`src/sv/mse_pkg.sv`:
```
`default_nettype none

package mse_pkg;

    // Width of one stored element.
    localparam int DATA_W = 32;

    // One input beat.
    typedef struct packed {
        logic signed [DATA_W-1:0] value_in;
        logic                     last_in;
    } t_in;

    // One result beat.
    typedef struct packed {
        logic signed [DATA_W-1:0] value_out;
        logic                     last_out;
        logic                     dropped;
    } t_out;

    // Status from the sequencer to the output stage.
    typedef struct packed {
        logic idle;
        logic push;
    } t_ctrl_status;

endpackage

`default_nettype wire

```
`src/sv/mse_ctrl.sv`:
```
`default_nettype none

// Sequencer: loads values into bank A, runs bottom-up merge passes that
// ping-pong between banks A and B, then reads the sorted bank out.
module mse_ctrl #(
    parameter int DEPTH = 64,
    localparam int AW = $clog2(DEPTH),
    localparam int CW = $clog2(DEPTH + 1)
) (
    input  wire logic                       i_clk,
    input  wire logic                       i_rst_n,
    input  wire logic                       i_in_valid,
    input  wire mse_pkg::t_in               i_in,
    input  wire logic                       i_out_free,
    output mse_pkg::t_ctrl_status           o_status,
    output mse_pkg::t_out                   o_out_data,
    output logic                            o_we_a,
    output logic                            o_we_b,
    output logic      [AW-1:0]              o_waddr,
    output logic      [mse_pkg::DATA_W-1:0] o_wdata,
    output logic                            o_re_a,
    output logic                            o_re_b,
    output logic      [AW-1:0]              o_raddr0,
    output logic      [AW-1:0]              o_raddr1,
    input  wire logic [mse_pkg::DATA_W-1:0] i_rdata0_a,
    input  wire logic [mse_pkg::DATA_W-1:0] i_rdata1_a,
    input  wire logic [mse_pkg::DATA_W-1:0] i_rdata0_b,
    input  wire logic [mse_pkg::DATA_W-1:0] i_rdata1_b
);

    localparam logic [2:0] S_IDLE = 3'd0;
    localparam logic [2:0] S_MRD  = 3'd1;
    localparam logic [2:0] S_MCMP = 3'd2;
    localparam logic [2:0] S_RRD  = 3'd3;
    localparam logic [2:0] S_ROUT = 3'd4;

    logic [2:0]    r_state, n_state;
    logic [CW-1:0] r_cnt, n_cnt;
    logic          r_ovf, n_ovf;
    logic          r_src, n_src;
    logic [CW:0]   r_w, n_w;
    logic [CW-1:0] r_i, n_i;
    logic [CW-1:0] r_j, n_j;
    logic [CW-1:0] r_mid, n_mid;
    logic [CW-1:0] r_hi, n_hi;
    logic [CW-1:0] r_k, n_k;

    logic          full;
    logic [CW-1:0] cnt_inc;
    logic [CW:0]   w2;
    logic          seg_done;
    logic          pass_done;
    logic [CW-1:0] seg_lo, seg_n, seg_mid, seg_hi;
    logic [CW:0]   seg_w;
    logic [CW+1:0] seg_sum_mid, seg_sum_hi;
    logic [mse_pkg::DATA_W-1:0] left_v, right_v;
    logic          take_left;
    logic          read_last;

    // Element count after the current load beat.
    assign full    = (r_cnt == CW'(DEPTH));
    assign cnt_inc = full ? r_cnt : r_cnt + CW'(1);

    // Merge bookkeeping.
    assign w2        = r_w << 1;
    assign seg_done  = ((r_k + CW'(1)) == r_hi);
    assign pass_done = (r_hi == r_cnt);
    assign left_v    = r_src ? i_rdata0_b : i_rdata0_a;
    assign right_v   = r_src ? i_rdata1_b : i_rdata1_a;
    // Ties take the right-hand run.
    assign take_left = (r_i < r_mid) &&
                       ((r_j >= r_hi) || ($signed(left_v) < $signed(right_v)));
    assign read_last = ((r_k + CW'(1)) == r_cnt);

    // Start of the next pair of runs to merge.
    always_comb begin
        seg_lo = '0;
        seg_w  = r_w;
        seg_n  = r_cnt;
        case (r_state)
            S_IDLE: begin
                seg_w = (CW+1)'(1);
                seg_n = cnt_inc;
            end
            S_MCMP: begin
                if (pass_done) begin
                    seg_w = w2;
                end else begin
                    seg_lo = r_hi;
                end
            end
            default: begin
                seg_lo = '0;
            end
        endcase
    end

    // Run bounds, clipped to the element count.
    assign seg_sum_mid = {2'b00, seg_lo} + {1'b0, seg_w};
    assign seg_sum_hi  = seg_sum_mid + {1'b0, seg_w};
    assign seg_mid = (seg_sum_mid >= {2'b00, seg_n}) ? seg_n : seg_sum_mid[CW-1:0];
    assign seg_hi  = (seg_sum_hi >= {2'b00, seg_n}) ? seg_n : seg_sum_hi[CW-1:0];

    // Next state and memory commands.
    always_comb begin
        n_state  = r_state;
        n_cnt    = r_cnt;
        n_ovf    = r_ovf;
        n_src    = r_src;
        n_w      = r_w;
        n_i      = r_i;
        n_j      = r_j;
        n_mid    = r_mid;
        n_hi     = r_hi;
        n_k      = r_k;
        o_we_a   = 1'b0;
        o_we_b   = 1'b0;
        o_waddr  = r_k[AW-1:0];
        o_wdata  = left_v;
        o_re_a   = 1'b0;
        o_re_b   = 1'b0;
        o_raddr0 = r_i[AW-1:0];
        o_raddr1 = r_j[AW-1:0];
        o_status.idle = (r_state == S_IDLE);
        o_status.push = 1'b0;

        case (r_state)
            S_IDLE: begin
                if (i_in_valid) begin
                    if (!full) begin
                        o_we_a  = 1'b1;
                        o_waddr = r_cnt[AW-1:0];
                        o_wdata = i_in.value_in;
                    end else begin
                        n_ovf = 1'b1;
                    end
                    n_cnt = cnt_inc;
                    if (i_in.last_in) begin
                        n_src = 1'b0;
                        n_k   = '0;
                        if (cnt_inc == CW'(1)) begin
                            n_state = S_RRD;
                        end else begin
                            n_w     = seg_w;
                            n_i     = seg_lo;
                            n_j     = seg_mid;
                            n_mid   = seg_mid;
                            n_hi    = seg_hi;
                            n_state = S_MRD;
                        end
                    end
                end
            end
            S_MRD: begin
                o_re_a  = !r_src;
                o_re_b  = r_src;
                n_state = S_MCMP;
            end
            S_MCMP: begin
                // Write the smaller head to the other bank.
                o_we_a  = r_src;
                o_we_b  = !r_src;
                o_wdata = take_left ? left_v : right_v;
                if (take_left) begin
                    n_i = r_i + CW'(1);
                end else begin
                    n_j = r_j + CW'(1);
                end
                if (seg_done) begin
                    if (pass_done) begin
                        n_src = !r_src;
                    end
                    if (pass_done && (w2 >= {1'b0, r_cnt})) begin
                        n_k     = '0;
                        n_state = S_RRD;
                    end else begin
                        n_w     = seg_w;
                        n_i     = seg_lo;
                        n_k     = seg_lo;
                        n_j     = seg_mid;
                        n_mid   = seg_mid;
                        n_hi    = seg_hi;
                        n_state = S_MRD;
                    end
                end else begin
                    n_k     = r_k + CW'(1);
                    n_state = S_MRD;
                end
            end
            S_RRD: begin
                o_re_a   = !r_src;
                o_re_b   = r_src;
                o_raddr0 = r_k[AW-1:0];
                n_state  = S_ROUT;
            end
            S_ROUT: begin
                if (i_out_free) begin
                    o_status.push = 1'b1;
                    if (read_last) begin
                        n_cnt   = '0;
                        n_ovf   = 1'b0;
                        n_state = S_IDLE;
                    end else begin
                        n_k     = r_k + CW'(1);
                        n_state = S_RRD;
                    end
                end
            end
            default: begin
                n_state = S_IDLE;
            end
        endcase
    end

    // Result beat built from the sorted bank.
    always_comb begin
        o_out_data.value_out = left_v;
        o_out_data.last_out  = read_last;
        o_out_data.dropped   = r_ovf;
    end

    // Control registers.
    always_ff @(posedge i_clk) begin
        if (!i_rst_n) begin
            r_state <= S_IDLE;
            r_cnt   <= '0;
            r_ovf   <= 1'b0;
        end else begin
            r_state <= n_state;
            r_cnt   <= n_cnt;
            r_ovf   <= n_ovf;
        end
    end

    // Merge pointers.
    always_ff @(posedge i_clk) begin
        r_src <= n_src;
        r_w   <= n_w;
        r_i   <= n_i;
        r_j   <= n_j;
        r_mid <= n_mid;
        r_hi  <= n_hi;
        r_k   <= n_k;
    end

endmodule

`default_nettype wire

```
`config.mk`:
```
export PLATFORM = sky130hd
export DESIGN_NAME = mse_ctrl
export DESIGN_NICKNAME = d
export VERILOG_FILES = /design/src/sv/mse_pkg.sv /design/src/sv/mse_ctrl.sv
export SDC_FILE = /design/constraint.sdc
export NUM_CORES = 1
export LEC_CHECK = 0
export BUFFER_PORTS_ARGS = -buffer_cell sky130_fd_sc_hd__buf_2
export CORE_MARGIN = 4
export CORE_UTILIZATION = 40
export DETAILED_ROUTE_END_ITERATION = 10
export MAX_ROUTING_LAYER = met4
export PLACE_DENSITY_LB_ADDON = 0.3
export SYNTH_ARGS = -nofsm -noshare
export SYNTH_HDL_FRONTEND = slang
export SYNTH_SLANG_ARGS = --single-unit
export TNS_END_PERCENT = 30
```
`constraint.sdc`:
```
create_clock -name i_clk -period 6.6 [get_ports i_clk]
set_input_delay 0.33 -clock i_clk [delete_from_list [all_inputs] [get_ports i_clk]]
set_output_delay 0.33 -clock i_clk [all_outputs]
set_load 0.01 [all_outputs]
```
# --- Word level (Yosys, flattened, before mapping) ---
# Cells that the tools add are included.
word_totals:
  input_bits: 165
  out_inout_bits: 90
  elab_cells: 141
  reg_bits: 55
op_classes:
  order_cmp: 6
  reduce_logical: 16
  addsub: 6
  n_eq_ne: 19
  muxes: 84
ops:
  columns: ["operator", "count"]
  rows:
  - ["2-to-1 mux 7 bit", 34]
  - ["2-to-1 mux 32 bit", 5]
  - ["one-hot mux 7 bit (2 select lines)", 5]
  - ["one-hot mux 32 bit (2 select lines)", 1]
  - ["2-to-1 mux 8 bit", 6]
  - ["< comparator 32 bit", 1]
  - ["one-hot mux 8 bit (2 select lines)", 2]
  - ["adder 7 x 1 -> 7 bit, second input constant", 4]
  - ["2-to-1 mux 6 bit", 4]
  - ["equality test 7 bit", 3]
  - ["one-hot mux 7 bit (3 select lines)", 1]
  - [">= comparator 9 x 7 -> 1 bit", 2]
  - ["!= test 2 bit, second input constant", 9]
  - ["2-to-1 mux 1 bit", 15]
  - ["one-hot mux 3 bit (5 select lines)", 1]
  - ["AND reduction 5 bit", 3]
  - ["2-to-1 mux 3 bit", 4]
  - ["adder 7 x 8 -> 9 bit", 1]
  - ["adder 9 x 8 -> 9 bit", 1]
  - [">= comparator 8 x 7 -> 1 bit", 1]
  - ["AND reduction 4 bit", 2]
  - ["equality test 7 x 1 -> 1 bit, second input constant", 1]
  - ["equality test 7 bit, second input constant", 1]
  - [">= comparator 7 bit", 1]
  - ["16 further kinds", 23]

# --- Logic depth before layout (Yosys ltp) ---
# Gate-level depths: netlist of the first run.
logic_depth:
  ltp_word: 11
  ltp_mapped: 26

# --- Least setup slack after synthesis of the first run ---
# OpenSTA, ideal clock, no wires.
synth_path:
  path_type: "register to register"
  from: "register r_hi[6]"
  to: "register r_hi[0] (data pin)"
  stages_incl_launch_ff: 25
  path_buffers: 0
  arrival_ns: 4.978
  setup_ns: 0.280
  slack_ns: 1.341
  path_cell_list: "edfxtp_1 -> xor2_1 -> nor4_4 -> nand2_1 -> nor2_1 -> a22o_1 -> a22oi_1 -> fa_1 -> nor2b_1 -> o21ai_0 -> a21boi_0 -> a21o_1 -> inv_1 -> ha_1 -> o21a_1 -> o31a_1 -> o21ai_0 -> nand2b_1 -> xnor2_1 -> inv_1 -> ha_1 -> a21oi_1 -> nand2_1 -> a2111oi_4 -> mux2i_1"
synth_via:
  elab_chain_len: 11
synth_lines:
  columns: ["item", "line", "source"]
  rows:
  - ["start, declared", "mse_ctrl.sv:45", "logic [CW-1:0] r_hi, n_hi;"]
  - ["start signal, assigned", "mse_ctrl.sv:242", "r_hi <= n_hi;"]
  - ["equality test 7 bit", "mse_ctrl.sv:67", "assign pass_done = (r_hi == r_cnt);"]
  - ["2-to-1 mux 8 bit / 2-to-1 mux 7 bit (equally long branches)", "mse_ctrl.sv:86", "if (pass_done) begin"]
  - ["one-hot mux 8 bit (2 select lines) / 2-to-1 mux 7 bit (equally long branches)", "mse_ctrl.sv:80", "case (r_state)"]
  - ["adder 7 x 8 -> 9 bit", "mse_ctrl.sv:99", "assign seg_sum_mid = {2'b00, seg_lo} + {1'b0, seg_w};"]
  - ["adder 9 x 8 -> 9 bit (*)", "mse_ctrl.sv:100", "assign seg_sum_hi = seg_sum_mid + {1'b0, seg_w};"]
  - [">= comparator 9 x 7 -> 1 bit", "mse_ctrl.sv:102", "assign seg_hi = (seg_sum_hi >= {2'b00, seg_n}) ? seg_n : seg_sum_hi[CW-1:0];"]
  - ["2-to-1 mux 7 bit (*)", "mse_ctrl.sv:102", null]
  - ["2-to-1 mux 7 bit", "mse_ctrl.sv:141", "if (cnt_inc == CW'(1)) begin"]
  - ["2-to-1 mux 7 bit", "mse_ctrl.sv:138", "if (i_in.last_in) begin"]
  - ["2-to-1 mux 7 bit", "mse_ctrl.sv:129", "if (i_in_valid) begin"]
  - ["one-hot mux 7 bit (2 select lines) (*)", "mse_ctrl.sv:127", "case (r_state)"]
  - ["via n_hi[0]", "mse_ctrl.sv:45", null]
# Mark *: on every way through the listed nets, which the timed path passes. The rest lies on a longest branch. The select of a mux whose other input is x is not followed.
# A chain may end at the register's enable or synchronous reset.

# --- Worst setup path after layout of the first run ---
layout_path:
  from: "register r_hi[6]"
  to: "register r_hi[4] (data pin)"
# The elaborated chain is that of the path after synthesis.

==> results of run 1 <==
kinds of logic (layout without fill, tap and decap cells):
logic type      Yosys count  count (layout)  synth area share (%)
compound gates          269             269                 23.36
simple gates            238             238                 16.17
mux                     112             112                 15.27
buf+inv                 110             331                 6.019
fa+ha+maj                85              85                 14.06
flops                    55              55                 20.10
xor+xnor                 44              44                 5.024
power by group through the flow:
| stage | Clock, mW | Combinational, mW | Sequential, mW |
|---|---|---|---|
| final | 0.277 | 2.84 | 0.720 |
| after global routing | 0.292 | 3.12 | 0.737 |
| after CTS | 0.278 | 2.81 | 0.718 |
| after detailed placement | 0 | 2.80 | 0.725 |
| after global placement | 0 | 2.76 | 0.717 |
| after floorplan | 0 | 2.08 | 0.659 |
layout make-up:
type	instances	area (um2)	area share (%)
tap	234	292.8	3.160
multi-input combinational	748	5679	61.29
inverter	52	195.2	2.106
timing repair buffer	271	1411	15.23
sequential	55	1543	16.65
clock inverter	2	16.27	0.1755
clock buffer	6	128.9	1.391
cell usage in the layout (no fill, tap or decap), types with 9 or more instances in the layout:
cell type,instances
nand3_1,23
a211oi_1,9
o21ai_0,46
o22ai_1,30
mux2_2,40
buf_4,16
o22a_1,28
edfxtp_1,44
a21o_1,10
a21oi_1,78
nor2_1,33
nand2b_1,11
dfxtp_1,10
mux2i_1,72
ha_1,83
o211ai_1,12
nor3_1,10
xnor2_1,27
nand2_1,83
and2_1,18
a22o_1,11
xor2_1,17
inv_1,50
nand4_1,11
buf_2,254
worst max path at each step:
stage	to	slack, ps
floorplan	r_hi[0]$_DFFE_PP_	1340
global placement	r_hi[4]$_DFFE_PP_	630
detailed placement	r_hi[3]$_DFFE_PP_	490
CTS	r_hi[3]$_DFFE_PP_	410
global route	r_hi[4]$_DFFE_PP_	120
finish	r_hi[4]$_DFFE_PP_	530
metrics by stage:
| stage | total power, mW | worst slack, ps | std cells | utilization [%] |
|---|---|---|---|---|
| floorplan | 2.734 | 1341 | 913 | - |
| global placement | 3.476 | 627.2 | 1359 | 48.56 |
| detailed placement | 3.522 | 485.6 | 1359 | 48.56 |
| CTS | 3.810 | 405.0 | 1367 | 49.33 |
| global route | 4.152 | 115.2 | 1368 | 49.37 |
| finish | 3.839 | 526.8 | 1368 | 49.37 |
metal layers:
layer / part of all wire (%) / GRT usage (%) / up-vias
met4: 2.2 / 5.974 / 0
met2: 49 / 43.55 / 278
met3: 4.1 / 2.266 / 32
li1: - / - / 3854
met1: 44 / 31.47 / 3763
met5: 0 / - / -
synthesized netlist by cell type (9+ instances only):
library cell	instances
o22a_1	28
nand2_1	83
nor3_1	10
buf_2	9
xor2_1	17
nand3_1	24
clkbuf_1	37
a22o_1	11
edfxtp_1	44
o21ai_0	46
o22ai_1	30
a21o_1	10
nand4_1	11
dfxtp_1	11
ha_1	83
nand2b_1	11
nor2_1	34
inv_1	50
a21oi_1	78
mux2_2	40
o211ai_1	12
mux2i_1	72
a211oi_1	9
xnor2_1	27
and2_1	18
flip-flops by register name (all words and copies together) (netlist names):
| register | flops |
|---|---|
| r_state | 3 |
| r_i | 7 |
| r_cnt | 7 |
| r_mid | 7 |
| r_w | 8 |
| r_src | 1 |
| r_k | 7 |
| r_hi | 7 |
| r_ovf | 1 |
| r_j | 7 |
tightest hold or removal path: cells and delay by family:
family	cells	cell delay [ps]
buf+inv	1	110
simple gates	1	50
compound gates	1	30
what timing repair did:
action                                  CTS  global route
gates resized for setup                   0             0
buffers inserted                          0             1
endpoints found under the setup margin    0             7
==> results.sh, run 1 <==
export IMPL_drc=0
export IMPL_setup_violations=0
export IMPL_syn_avg_cell_area_um2=8.401
export IMPL_nets=1383
export IMPL_p_comb_share_pct=74.0
export IMPL_wl_per_cell_um=20.05
export IMPL_worst_pin_slew_ps=1053
export IMPL_tns_ps=0
export IMPL_hp_class="primary input to flop"
export IMPL_cp_cell_sequence="xor2_1 > nor4_4 > nand2_1 > nor2_1 > o21ai_0 > ha_1 > inv_1 > fa_1 > nor2b_1 > o21ai_0 > a21boi_0 > o311ai_2 > a21boi_0 > ha_1 > xnor2_1 > inv_1 > ha_1 > a21oi_1 > nand2_1 > a2111oi_4 > buf_4 > mux2i_1"
export IMPL_r2r_end="r_hi[4]$_DFFE_PP_"
export IMPL_syn_num_nets=1163
export IMPL_period_needed_ps=6073
export IMPL_areaGrowthSynthToFinish_pct=20.82
export IMPL_grt_pass1_vias=7535
export IMPL_drtPass1Iterations=7
export IMPL_holdBufCountCts=0
export IMPL_peakVddDrop_mv=0.2055
export IMPL_grt_pass1_wl_um=42190
export IMPL_synth_seq_area_share_pct=20.10
export IMPL_holdPathEnd="r_state[1]$_SDFFE_PN0P_"
export IMPL_cp_slowest_stage_delay_ps=500
export IMPL_synthCells=913
export IMPL_yosysTopAreaCellShare_pct=17.23
export IMPL_drv_cap=0
export IMPL_gp_congestion=0.9553
export IMPL_track_usage_pct=25.02
export IMPL_start_util_pct=40.87
export IMPL_p_int_mw=1.914
export IMPL_cp_max_fo=8
export IMPL_r2r_start="r_hi[6]$_DFFE_PP_"
export IMPL_cts_htree_levels=2
export IMPL_clkSlewWorstSetupHoldPaths_ps=70
export IMPL_via_count=7927
export IMPL_pwr_share_seq_pct=18.8
export IMPL_clkPwrFrac_pct=7.2
export IMPL_antenna_found_initial=0
export IMPL_synthFlopType="edfxtp_1"
export IMPL_synth_top_cells_by_area="edfxtp_1, ha_1, mux2i_1"
export IMPL_cts_tree="yes"
export IMPL_p_sw_mw=1.925
export IMPL_slew_limit_headroom_pct=29.77
export IMPL_critical_path_buf_inv_count=3
export IMPL_endpoint_kind="flop"
export IMPL_clockBufferDepth=2
export IMPL_startpoint="r_hi[6]$_DFFE_PP_"
export IMPL_num_rows=50
export IMPL_whs_path_depth=3
export IMPL_cpMostUsedCell="ha_1"
export IMPL_finalInstanceArea_um2=9266
export IMPL_clock_sinks=55
export IMPL_fmax_ghz=0.1647
export IMPL_worst_hold_slack_ps=264.9
export IMPL_p_leak_nw=4.372
export IMPL_ys_async_sr_fraction_pct=0
export IMPL_cp_start_kind="flop"
export IMPL_fin_skew_ps=6.273
export IMPL_clk_insertion_delay_late_ps=300
export IMPL_yosys_warnings=0
export IMPL_ys_types=69
export IMPL_synth_edf_count=44
export IMPL_status="finished clean"
export IMPL_dp_final_hpwl_um=22500
export IMPL_slew_violations=0
export IMPL_ant_nets=0
export IMPL_placed_area_um2=9114
export IMPL_die_h_um=146.5
export IMPL_cp_arrival_ps=6090
export IMPL_grt_overflow=0
export IMPL_coreArea_um2=18770
export IMPL_synth_top_area_cell="edfxtp_1"
export IMPL_timing_final_crit_share_pct=92.02
export IMPL_fill_cells=1828
export IMPL_via_per_inst=5.795
export IMPL_min_from="i_rst_n"
export IMPL_first_iter_violations=634
export IMPL_numCtsBuffers=5
export IMPL_power_density_nw_per_um2=414.3
export IMPL_critPathSlowestCell="edfxtp_1"
export IMPL_synth_area_um2=7670
export IMPL_dieArea_um2=21450
export IMPL_swShare_pct=50.14
export IMPL_drive_gt1_share_pct=29.81
export IMPL_io_pins=255
export IMPL_crit_required_ps=6620
export IMPL_die_x_um=146.5
export IMPL_path_class="flop to flop"
export IMPL_io_buffer_count=254
export IMPL_rsz0062_at_grt="no"
export IMPL_hold_viol_final=0
export IMPL_crit_family="compound AO/OA/AOI/OAI gates"
export IMPL_path_depth=22
export IMPL_r2r_slack_ps=530
export IMPL_yosys_register_bits=55
export IMPL_n_antenna_cell=0
export IMPL_wl_um=27420
export IMPL_grt_max_degree=72
export IMPL_ctsRootBufferMaster="clkbuf_16"
export IMPL_rr_worst_depth=22
Note: power is estimated with default switching activity, not from simulation.
==> run 2: changes to the inputs <==
Settings changed: CORE_ASPECT_RATIO set to 1.4, CORE_UTILIZATION 40 to 29.
==> run 2 against run 1 <==
Wire length grew 6.0%. Clock skew grew 0.71 ps. Worst setup slack gained 64 ps. Total power grew 1.3%. Non-clock buffer count grew 6. Hold slack gained 31 ps.
==> results.sh, run 2 (synthesis results as in run 1) <==
export IMPL_start_util_pct=29.39
export IMPL_swShare_pct=50.49
export IMPL_track_usage_pct=19.42
export IMPL_antenna_found_initial=1
export IMPL_worst_hold_slack_ps=296.1
export IMPL_cp_slowest_stage_delay_ps=500
export IMPL_via_count=7923
export IMPL_slew_limit_headroom_pct=28.22
export IMPL_path_class="flop to flop"
export IMPL_fill_cells=2751
export IMPL_pwr_share_seq_pct=19.1
export IMPL_fmax_ghz=0.1664
export IMPL_holdBufCountCts=0
export IMPL_coreArea_um2=26100
export IMPL_crit_family="compound AO/OA/AOI/OAI gates"
export IMPL_period_needed_ps=6009
export IMPL_cpMostUsedCell="ha_1"
export IMPL_ant_nets=0
export IMPL_hold_viol_final=0
export IMPL_multi_input_area_um2=5679
export IMPL_clockBufferDepth=2
export IMPL_regMostFlops="r_w"
export IMPL_final_cell_mix="buf_2, nand2_1, ha_1"
export IMPL_ctsRootBufferMaster="clkbuf_16"
export IMPL_grt_pass1_vias=7785
export IMPL_areaGrowthSynthToFinish_pct=22.61
export IMPL_endpoint_kind="flop"
export IMPL_ff_latch_area_um2=1543
export IMPL_cp_max_fo=8
export IMPL_clkPwrFrac_pct=6.9
export IMPL_whs_path_depth=2
export IMPL_num_rows=70
export IMPL_hp_class="primary input to flop"
export IMPL_path_depth=22
export IMPL_numCtsBuffers=5
export IMPL_gp_congestion=0.9096
export IMPL_cp_arrival_ps=6030
export IMPL_dieArea_um2=29150
export IMPL_critical_path_buf_inv_count=3
export IMPL_io_pins=255
export IMPL_peakVddDrop_mv=0.1867
export IMPL_first_iter_violations=360
export IMPL_rr_worst_depth=22
export IMPL_cp_start_kind="flop"
export IMPL_die_h_um=200.4
export IMPL_p_leak_nw=4.394
export IMPL_p_int_mw=1.925
export IMPL_cts_tree="yes"
export IMPL_drc=0
export IMPL_grt_overflow=0
export IMPL_dp_final_hpwl_um=24360
export IMPL_slew_violations=0
export IMPL_n_antenna_cell=0
export IMPL_p_comb_share_pct=74.0
export IMPL_clock_sinks=55
export IMPL_grt_pass1_wl_um=43990
export IMPL_rsz0062_at_grt="no"
export IMPL_crit_required_ps=6620
export IMPL_timing_final_crit_share_pct=91.05
export IMPL_power_density_nw_per_um2=413.4
export IMPL_tns_ps=0
export IMPL_postCtsSetupRepairBufs=0
export IMPL_wl_per_cell_um=19.86
export IMPL_final_common_cell="buf_2"
export IMPL_worst_pin_slew_ps=1077
export IMPL_status="finished clean"
export IMPL_die_x_um=145.4
export IMPL_clk_insertion_delay_late_ps=300
export IMPL_cp_cell_sequence="xor2_1 > nor4_4 > nand2_1 > nor2_1 > o21ai_0 > ha_1 > inv_1 > fa_1 > nor2b_1 > o21ai_0 > a21boi_0 > o311ai_2 > a21boi_0 > ha_1 > xnor2_1 > inv_1 > ha_1 > a21oi_1 > nand2_1 > a2111oi_4 > buf_4 > mux2i_1"
export IMPL_io_buffer_count=254
export IMPL_wl_um=29080
export IMPL_p_sw_mw=1.963
export IMPL_grt_max_degree=61
export IMPL_drive_gt1_share_pct=30.09
export IMPL_setup_violations=0
export IMPL_largest_reg_flops=8
export IMPL_nets=1389
export IMPL_drtPass1Iterations=5
export IMPL_finalPower_mw=3.887
export IMPL_critPathSlowestCell="edfxtp_1"
export IMPL_cts_repair_resized=0
export IMPL_fin_skew_ps=6.984
export IMPL_cts_htree_levels=2
export IMPL_drv_cap=0
export IMPL_clkSlewWorstSetupHoldPaths_ps=70
export IMPL_via_per_inst=5.412
[run 2: cell types whose count changed in the layout (fill, tap and decap cells not counted), sizes merged]
cell / change
clkinv: +1
buf: +6
clkinvlp: -1
inv: -1
clkbuf: +1
[run 2: routing by layer]
| metal | track usage (%) | wire length, um | part of all wire, % | vias up |
|---|---|---|---|---|
| li1 | - | - | - | 3862 |
| met1 | 21.88 | 11490 | 40 | 3742 |
| met2 | 36.50 | 15460 | 53 | 280 |
| met3 | 1.581 | 1305 | 4.5 | 39 |
| met4 | 5.567 | 827 | 2.8 | 0 |
| met5 | - | 0 | 0 | - |
[run 2: power by group through the flow]
stage / sequential [mW] / clock [mW] / combinational (mW)
detailed placement: 0.750 / 0 / 2.87
finish: 0.743 / 0.267 / 2.88
CTS: 0.742 / 0.269 / 2.89
global placement: 0.745 / 0 / 2.85
global route: 0.762 / 0.282 / 3.18
floorplan: 0.659 / 0 / 2.08
[run 2: path summary, 6_finish.rpt]
check	endpoint	start	slack, ps
worst min-delay path	r_state[0]$_SDFFE_PN0P_	i_rst_n	300
worst max register to register	r_hi[6]$_DFFE_PP_	r_hi[6]$_DFFE_PP_	590
worst max-delay path	r_hi[6]$_DFFE_PP_	r_hi[6]$_DFFE_PP_	590
worst min register to register	r_ovf$_SDFFE_PN0P_	r_ovf$_SDFFE_PN0P_	500
[run 2: cell type report]
| type | count | share of cell area [%] |
|---|---|---|
| Tap cell | 324 | 4.311 |
| Clock buffer | 7 | 1.410 |
| Sequential cell | 55 | 16.41 |
| Inverter | 52 | 2.076 |
| Clock inverter | 1 | 0.05322 |
| Timing Repair Buffer | 277 | 15.35 |
| Multi-Input combinational cell | 748 | 60.39 |
[run 2: per-stage QoR]
stage | setup slack (ps) | std cells | cell area [um2] | util, %
5_1_grt | 127.5 | 1464 | 9404 | 36.03
6_report | 590.7 | 1464 | 9404 | 36.03
2_1_floorplan | 1341 | 913 | 7670 | -
4_1_cts | 603.8 | 1464 | 9404 | 36.03
3_5_place_dp | 637.7 | 1456 | 9266 | 35.50
3_3_place_gp | 825.0 | 1456 | 9266 | 35.50
[run 2: worst reg2reg max path, cell delays in order (launching register included)]
cell and delay (ps):
edfxtp_1 500, xor2_1 210, nor4_4 420, nand2_1 250, nor2_1 390, o21ai_0 270
ha_1 300, inv_1 70, fa_1 210, nor2b_1 60, o21ai_0 250, a21boi_0 210
o311ai_2 430, a21boi_0 420, ha_1 360, xnor2_1 250, inv_1 70, ha_1 290
a21oi_1 130, nand2_1 100, a2111oi_4 190, buf_4 240, mux2i_1 90
